## config.mk

```make
export PLATFORM = sky130hd
export DESIGN_NAME = cfba_seq
export DESIGN_NICKNAME = d
export VERILOG_FILES = /design/src/chained_free_block_allocator_macros.svh /design/src/cfba_pkg.sv /design/src/cfba_seq.sv
export SDC_FILE = /design/constraint.sdc
export NUM_CORES = 1
export LEC_CHECK = 0
export BUFFER_PORTS_ARGS = -buffer_cell sky130_fd_sc_hd__clkbuf_2
export CAP_MARGIN = 0
export CORE_AREA = 2 2 39 41
export DETAILED_ROUTE_END_ITERATION = 8
export DIE_AREA = 0 0 41 43
export GPL_ROUTABILITY_DRIVEN = 0
export GPL_TIMING_DRIVEN = 0
export PLACE_DENSITY = 0.64
export SYNTH_ARGS = -nofsm -noshare
export SYNTH_HDL_FRONTEND = slang
export SYNTH_SLANG_ARGS = --single-unit
```

## constraint.sdc

```tcl
create_clock -name aclk -period 1.98 [get_ports aclk]
set_clock_uncertainty 0.05 [all_clocks]
set_input_delay 0.396 -clock aclk [delete_from_list [all_inputs] [get_ports aclk]]
set_output_delay 0.396 -clock aclk [all_outputs]
set_load 0.1 [all_outputs]
```

## src/chained_free_block_allocator_macros.svh

```systemverilog
// assertion helpers for the allocator module
`ifndef CHAINED_FREE_BLOCK_ALLOCATOR_MACROS_SVH
`define CHAINED_FREE_BLOCK_ALLOCATOR_MACROS_SVH

// same-cycle implication on aclk, off during reset
`define CFBA_ASSERT_IMP(lbl, ante, cons, msg) \
    lbl: assert property (@(posedge aclk) disable iff (!aresetn) (ante) |-> (cons)) \
        else $error(msg);

// next-cycle implication on aclk, off during reset
`define CFBA_ASSERT_NXT(lbl, ante, cons, msg) \
    lbl: assert property (@(posedge aclk) disable iff (!aresetn) (ante) |=> (cons)) \
        else $error(msg);

`endif

```

## src/cfba_pkg.sv

```systemverilog
package cfba_pkg;

    localparam int unsigned CACHE_ENTRIES_DEF = 16;
    localparam int unsigned NUM_BLOCKS_DEF    = 256;

    localparam int unsigned BLK_W   = 8;
    localparam int unsigned ENTRY_W = 9;

    localparam logic [ENTRY_W-1:0] END_MARK = '1;

    localparam logic OP_ALLOC       = 1'b0;
    localparam logic STATUS_OK      = 1'b0;
    localparam logic STATUS_NOSPACE = 1'b1;

    typedef struct packed {
        logic             op;
        logic [BLK_W-1:0] block_in;
    } in_t;

    typedef struct packed {
        logic             status;
        logic [BLK_W-1:0] block_out;
    } out_t;

    // microcode addresses
    typedef enum logic [2:0] {
        U_DISPATCH,
        U_POP,
        U_PUSH,
        U_NOSPACE,
        U_REFILL,
        U_REFILL_END,
        U_SPILL,
        U_SPILL_END
    } upc_t;

    // datapath action per step
    typedef enum logic [2:0] {
        A_DISPATCH,
        A_POP_DONE,
        A_PUSH_DONE,
        A_NOSPACE_DONE,
        A_REFILL_STEP,
        A_REFILL_DONE,
        A_SPILL_STEP,
        A_SPILL_DONE
    } act_t;

    // sequencing: dispatch on new item, loop until last index, wait for output slot
    typedef enum logic [1:0] {
        J_DISPATCH,
        J_LOOP,
        J_WAIT
    } jmp_t;

    typedef struct packed {
        act_t act;
        jmp_t jmp;
        upc_t target;
    } ctrl_t;

    typedef struct packed {
        logic fire;
        upc_t entry;
        logic last;
        logic out_free;
    } seq_cond_t;

    function automatic ctrl_t ucode(upc_t addr);
        ctrl_t w;
        case (addr)
            U_DISPATCH:   w = '{act: A_DISPATCH,     jmp: J_DISPATCH, target: U_DISPATCH};
            U_POP:        w = '{act: A_POP_DONE,     jmp: J_WAIT,     target: U_DISPATCH};
            U_PUSH:       w = '{act: A_PUSH_DONE,    jmp: J_WAIT,     target: U_DISPATCH};
            U_NOSPACE:    w = '{act: A_NOSPACE_DONE, jmp: J_WAIT,     target: U_DISPATCH};
            U_REFILL:     w = '{act: A_REFILL_STEP,  jmp: J_LOOP,     target: U_REFILL_END};
            U_REFILL_END: w = '{act: A_REFILL_DONE,  jmp: J_WAIT,     target: U_DISPATCH};
            U_SPILL:      w = '{act: A_SPILL_STEP,   jmp: J_LOOP,     target: U_SPILL_END};
            U_SPILL_END:  w = '{act: A_SPILL_DONE,   jmp: J_WAIT,     target: U_DISPATCH};
            default:      w = '{act: A_DISPATCH,     jmp: J_DISPATCH, target: U_DISPATCH};
        endcase
        return w;
    endfunction

    // 9-bit value modulo a constant by shifted compare and subtract
    function automatic logic [ENTRY_W-1:0] mod9(logic [ENTRY_W-1:0] v, int unsigned m);
        logic [31:0] r;
        r = 32'(v);
        for (int k = ENTRY_W - 1; k >= 0; k--) begin
            if (r >= (32'(m) << k)) begin
                r = r - (32'(m) << k);
            end
        end
        return r[ENTRY_W-1:0];
    endfunction

endpackage

```

## src/cfba_seq.sv

```systemverilog
module cfba_seq
    import cfba_pkg::*;
(
    input  logic      aclk,
    input  logic      aresetn,
    input  seq_cond_t cond,
    output ctrl_t     ctrl
);

    upc_t upc_reg;
    upc_t upc_next;

    assign ctrl = ucode(upc_reg);

    always_ff @(posedge aclk) begin
        if (!aresetn) begin
            upc_reg <= U_DISPATCH;
        end else begin
            upc_reg <= upc_next;
        end
    end

    always_comb begin
        upc_next = upc_reg;
        case (ctrl.jmp)
            J_DISPATCH: begin
                if (cond.fire) begin
                    upc_next = cond.entry;
                end
            end
            J_LOOP: begin
                if (cond.last) begin
                    upc_next = ctrl.target;
                end
            end
            J_WAIT: begin
                if (cond.out_free) begin
                    upc_next = ctrl.target;
                end
            end
            default: upc_next = U_DISPATCH;
        endcase
    end

endmodule
```

==> metrics.md, run 1 <==
| Metric | Value |
|---|---|
| CP Class | flop to flop |
| Met2 wire len | 515 µm |
| Most common cell after layout, fill and taps aside | clkbuf_2 |
| Warnings from Yosys | 0 |
| Mapped cell area | 457 µm² |
| Max reg flops | 6 |
| Syn Inst Count | 44 |
| Antenna violations before repair | 0 |
| Metal-1 WL | 368 µm |
| Min cycle time layout | 1.77 ns |
| Max-cap violations | 0 |
| WP data required | 2.11 ns |
| WP data arrival | 1.90 ns |
| Final setup fails | 0 |
| Initial Util | 33.0% |
| Max Clk Rate | 564 MHz |
| CTS Buf Count | 3 |
| DRT Pass-1 Iters | 1 |
| #FFs+latches synth | 9 |
| CP endpoint kind | flop |
| Synth Net Count | 56 |
| Most frequent cells in the layout | clkbuf_2, dfxtp_1, inv_1, ha_1, clkbuf_4 |
| Total routed wirelength | 941 µm |
| Clk_lat worst skew | 0.26 ns |
| CTS tree | built |
| Core area | 0.00138 mm² |
| Via count | 382 |
| DR WL met3 | 57 µm |
| # DRC | 0 |
| CP Launch Type | flop |
| Vias per inst | 4.84 |
| Die ar. | 0.00176 mm² |
| Synthesized area per cell | 10.4 µm² |
| Die Span X | 41 µm |
| DRT antenna net count | 0 |
| H-Tree Depth | 1 |
| CTS Root Cell | clkbuf_4 |
| I/O Buffers | 15 |
| GRT Util Overall | 15.1% |
| Final total power | 1.05 mW |
| Layout cells sized above 1 | 46.0% |
| CTS Hold Bufs | 0 |
| Run status | complete, no violations |
| Slew Viols, Final | 0 |
| Worst-path clk slew | 0.06 ns |
| RSZ-0062 raised after global routing | false |
| Half-perimeter wire length after placement | 745 µm |
| Post-cts sizing count | 0 |
| DR iter-0 viols | 0 |
| Hold crit path type | input pin to flop |
| Area growth, synth to finish | 28.2% |
| Pwr dens | 1800 mW/mm² |
| Uppermost layer routed | met3 |
| Register area share after synthesis | 39.5% |
| Period utilization | 89.5% |
| Final hold viol count | 0 |
| Max-Slew Margin vs Limit | 63.9% |
| Leak pwr | 0.282 nW |
| Slew @ Worst Pin | 0.544 ns |
| Vias in the first global route | 411 |
| Die height | 43 µm |
| Placement row count | 14 |
| Setup_tns | 0 ns |
| Global route total overflow | 0 |
| Max Fanout on Critical Path | 8 |
| Global-route wire length before repair | 1720 µm |
| Clock tree sinks | 9 |
| Clock buffer depth | 2 |
| Io pins | 16 |
| Post-CTS Setup Repair Bufs | 0 |
| Largest net degree at the start of global routing | 9 |
| Routed len/inst | 11.9 µm |
| Post-synth cell types | 24 |
| Final-layout fill cell count | 140 |
| Peak supply drop | 894 µV |
| Nets | 76 |
| Diodes inserted | 0 |
[synth_stat cells, drive strengths merged]
| cell | number | share of area (%) |
|---|---|---|
| inv | 5 | 4.1 |
| nand3 | 1 | 1.1 |
| and2b | 1 | 1.6 |
| a31oi | 1 | 1.4 |
| nor3 | 2 | 2.2 |
| a21oi | 2 | 2.2 |
| or3 | 1 | 1.4 |
| nand2b | 3 | 4.7 |
| ha | 4 | 11 |
| dfxtp | 9 | 39 |
| buf | 2 | 3.3 |
| nand2 | 1 | 0.82 |
| nor2b | 1 | 1.4 |
| mux2 | 1 | 3.3 |
| and3 | 1 | 2.5 |
| a211oi | 4 | 8.8 |
| nand3b | 1 | 1.6 |
| o32ai | 1 | 1.9 |
| nor2 | 1 | 0.82 |
| a22oi | 1 | 4.7 |
| nand4b | 1 | 1.9 |
[stage by stage]
step	hold slack [ns]	utilization, %	area (µm²)	worst slack, ns	instances
final	0.398	42.3	586	0.208	79
after global routing	0.427	42.3	586	0.114	79
after CTS	0.400	42.3	586	0.190	79
after detailed placement	0.493	40.4	559	0.224	75
after global placement	0.484	40.4	559	0.277	75
after floorplan	0.446	-	464	0.0154	44
[worst max-delay path: stages (launching register included)]
cell and delay (ns):
dfxtp_4 0.39, inv_1 0.07, ha_1 0.33, a22oi_4 0.08, or3_1 0.32, mux2_4 0.31, a211oi_2 0.16
[worst paths after layout]
path	startpoint	end	slack, ns	cells past startpoint
worst max-delay path	ctrl[3]$_SDFF_PN0_	ctrl[1]$_SDFF_PN0_	0.21	6
worst min-delay path	aresetn	ctrl[3]$_SDFF_PN0_	0.40	3
worst max register to register	ctrl[3]$_SDFF_PN0_	ctrl[1]$_SDFF_PN0_	0.21	6
worst min register to register	upc_reg[2]$_SDFFE_PN0N_	ctrl[3]$_SDFF_PN0_	0.50	2
[logic make-up (layout without fill, tap and decap cells)]
| group | Yosys count | count (layout) | synth area share, % |
|---|---|---|---|
| AND/OR/NAND/NOR | 14 | 14 | 20.0 |
| adder cells (fa/ha/maj) | 4 | 4 | 11.0 |
| AO/OA/AOI/OAI | 9 | 9 | 18.9 |
| flip-flops | 9 | 9 | 39.5 |
| multiplexers | 1 | 1 | 3.29 |
| buffers and inverters | 7 | 26 | 7.39 |
[power breakdown]
group / leakage, nW / internal, mW / total [mW] / switching (mW)
clock network: 0.0150 / 0.0773 / 0.136 / 0.0588
logic: 0.192 / 0.155 / 0.637 / 0.482
registers: 0.0755 / 0.246 / 0.280 / 0.0348
total: 0.282 / 0.478 / 1.05 / 0.576
[routing by layer]
| layer | up-vias | track usage [%] |
|---|---|---|
| met5 | - | 0 |
| met1 | 178 | 16.5 |
| met3 | 0 | 9.42 |
| met2 | 11 | 23.4 |
| met4 | 0 | 4.00 |
| li1 | 193 | - |
[layout make-up]
| type | count | area (µm²) | area share, % |
|---|---|---|---|
| clock buffers | 4 | 26.3 | 4.49 |
| plain buffers | 2 | 15.0 | 2.56 |
| flip-flops and latches | 9 | 188 | 32.1 |
| well taps | 16 | 20.0 | 3.42 |
| inverters | 5 | 18.8 | 3.21 |
| repair buffers | 15 | 75.1 | 12.8 |
| multi-input cells | 28 | 243 | 41.5 |
No activity file was read; power rests on OpenSTA's default activity.
==> run 2: changes to the inputs <==
CORE_AREA = 3 3 40 42   (was 2 2 39 41)
DIE_AREA = 0 0 43 45   (was 0 0 41 43)
==> run 2 against run 1 <==
  * Fmax rose by 5.0%
  * Non-clock buffer count stayed put
  * Largest power group unchanged
  * Sequential power about the same
  * Global-route usage down 5.7 points
  * Sequential share of layout area is 0.069 points higher
  * Critical endpoint is now ctrl[4]$_DFF_P_
==> metrics.md, run 2 (synthesis results as in run 1) <==
| Metric | Value |
|---|---|
| Peak supply drop | 551 µV |
| Sequential share of power | 26.9% |
| Io pins | 16 |
| CP endpoint kind | flop |
| H-Tree Depth | 1 |
| Half-perimeter wire length after placement | 684 µm |
| # DRC | 0 |
| Initial Util | 35.5% |
| HP Start | aresetn |
| Switching Fraction | 54.1% |
| Most common cell after layout, fill and taps aside | clkbuf_2 |
| Pwr dens | 1780 mW/mm² |
| Placement Setup Slack | 0.283 ns |
| Area growth, synth to finish | 27.9% |
| Global-route wire length before repair | 1370 µm |
| Max reg flops | 6 |
| Max Clk Rate | 593 MHz |
| Slowest stage cell, crit path | dfxtp_4 |
| Max-Slew Margin vs Limit | 64.0% |
| Clk_lat worst skew | 0.25 ns |
| Slew @ Worst Pin | 0.542 ns |
| Layout cells sized above 1 | 46.0% |
| CTS Hold Bufs | 0 |
| Vias per inst | 4.58 |
| Clock buffer depth | 2 |
| Core area | 0.00128 mm² |
| Diodes inserted | 0 |
| Die Span X | 43 µm |
| Setup_tns | 0 ns |
| Clock power frac | 12.8% |
| DRT antenna net count | 0 |
| Final hold viol count | 0 |
| Combinational share of power | 60.3% |
| Final setup fails | 0 |
| Area of the multi-input gates | 243 µm² |
| Most frequent cells in the layout | clkbuf_2, dfxtp_1, inv_1, ha_1, clkbuf_4 |
| Clock tree sinks | 9 |
| Ordered list of cells on the worst path | inv_1 > ha_1 > a22oi_4 > or3_1 > mux2_4 > o32ai_1 |
| WP data required | 2.08 ns |
| Total routed wirelength | 796 µm |
| FF/Latch Area | 188 µm² |
| Post-cts sizing count | 0 |
| Global route total overflow | 0 |
| Slew Viols, Final | 0 |
| CTS Buf Count | 3 |
| Routed len/inst | 10.2 µm |
| Worst-path clk slew | 0.06 ns |
| GRT Util Overall | 9.44% |
| Max-cap violations | 0 |
| WP data arrival | 1.79 ns |
| CP Launch Type | flop |
| Placement row count | 13 |
| I/O Buffers | 15 |
| Post-CTS Setup Repair Bufs | 0 |
| Largest net degree at the start of global routing | 9 |
| CTS tree | built |
| Sw power | 562 µW |
| Final-layout fill cell count | 148 |
| Worst setup margin | 0.293 ns |
| Vias in the first global route | 346 |
| Max Fanout on Critical Path | 8 |
| CTS Root Cell | clkbuf_4 |
| DR iter-0 viols | 1 |
| Antenna violations before repair | 0 |
| Die height | 45 µm |
| Critical Path Start | ctrl[3]$_SDFF_PN0_ |
| CP max stage delay | 0.38 ns |
| Leak pwr | 0.282 nW |
| Min cycle time layout | 1.69 ns |
| DRT Pass-1 Iters | 3 |
| Hold crit path type | input pin to flop |
| Period utilization | 85.2% |
| Via count | 357 |
| CP Class | flop to flop |
| Int Power | 477 µW |
| Nets | 76 |
| Run status | complete, no violations |
| Die ar. | 0.00194 mm² |
| RSZ-0062 raised after global routing | false |
| Worst R2R Start | ctrl[3]$_SDFF_PN0_ |
run 2: area by class of cell:
type,instances,area share (%)
Buffer,2,2.57
Clock buffer,4,4.50
Timing Repair Buffer,15,12.8
Tap cell,15,3.21
Sequential cell,9,32.1
Inverter,5,3.21
Multi-Input combinational cell,28,41.5
run 2: path summary, 6_finish.rpt:
check	to	slack [ns]	cells after the start
setup / recovery	ctrl[4]$_DFF_P_	0.29	6
hold / removal	ctrl[3]$_SDFF_PN0_	0.42	3
setup reg to reg	ctrl[4]$_DFF_P_	0.29	6
hold reg to reg	ctrl[1]$_SDFF_PN0_	0.49	2
run 2: power by group through the flow:
| stage | combinational [mW] | clock, mW | sequential [mW] |
|---|---|---|---|
| final | 0.626 | 0.133 | 0.279 |
| after global routing | 0.667 | 0.156 | 0.286 |
| after CTS | 0.633 | 0.141 | 0.281 |
| after global placement | 0.629 | 0 | 0.284 |
| after floorplan | 0.292 | 0 | 0.532 |
| after detailed placement | 0.632 | 0 | 0.285 |
run 2: worst max-delay path: cells and delay by family (launching register included):
kind | cells | cell delay (ns)
flops | 1 | 0.38
simple gates | 1 | 0.30
buf+inv | 1 | 0.06
mux | 1 | 0.30
fa+ha+maj | 1 | 0.31
compound gates | 2 | 0.18
run 2: routing by layer:
metal / vias up / GRT usage, % / share of wire, %
met4: 0 / 5.42 / 0
met5: - / 0 / 0
met2: 12 / 12.9 / 41
li1: 195 / - / -
met1: 150 / 13.4 / 50
met3: 0 / 2.39 / 8.7
run 2: through the flow:
step / utilization, % / power (mW) / cells / area (µm²) / hold slack [ns]
after CTS: 45.5 / 1.06 / 78 / 584 / 0.414
after global placement: 43.4 / 0.913 / 74 / 558 / 0.484
final: 45.5 / 1.04 / 78 / 584 / 0.419
after global routing: 45.5 / 1.11 / 78 / 584 / 0.417
after detailed placement: 43.4 / 0.917 / 74 / 558 / 0.488
after floorplan: - / 0.825 / 44 / 464 / 0.446
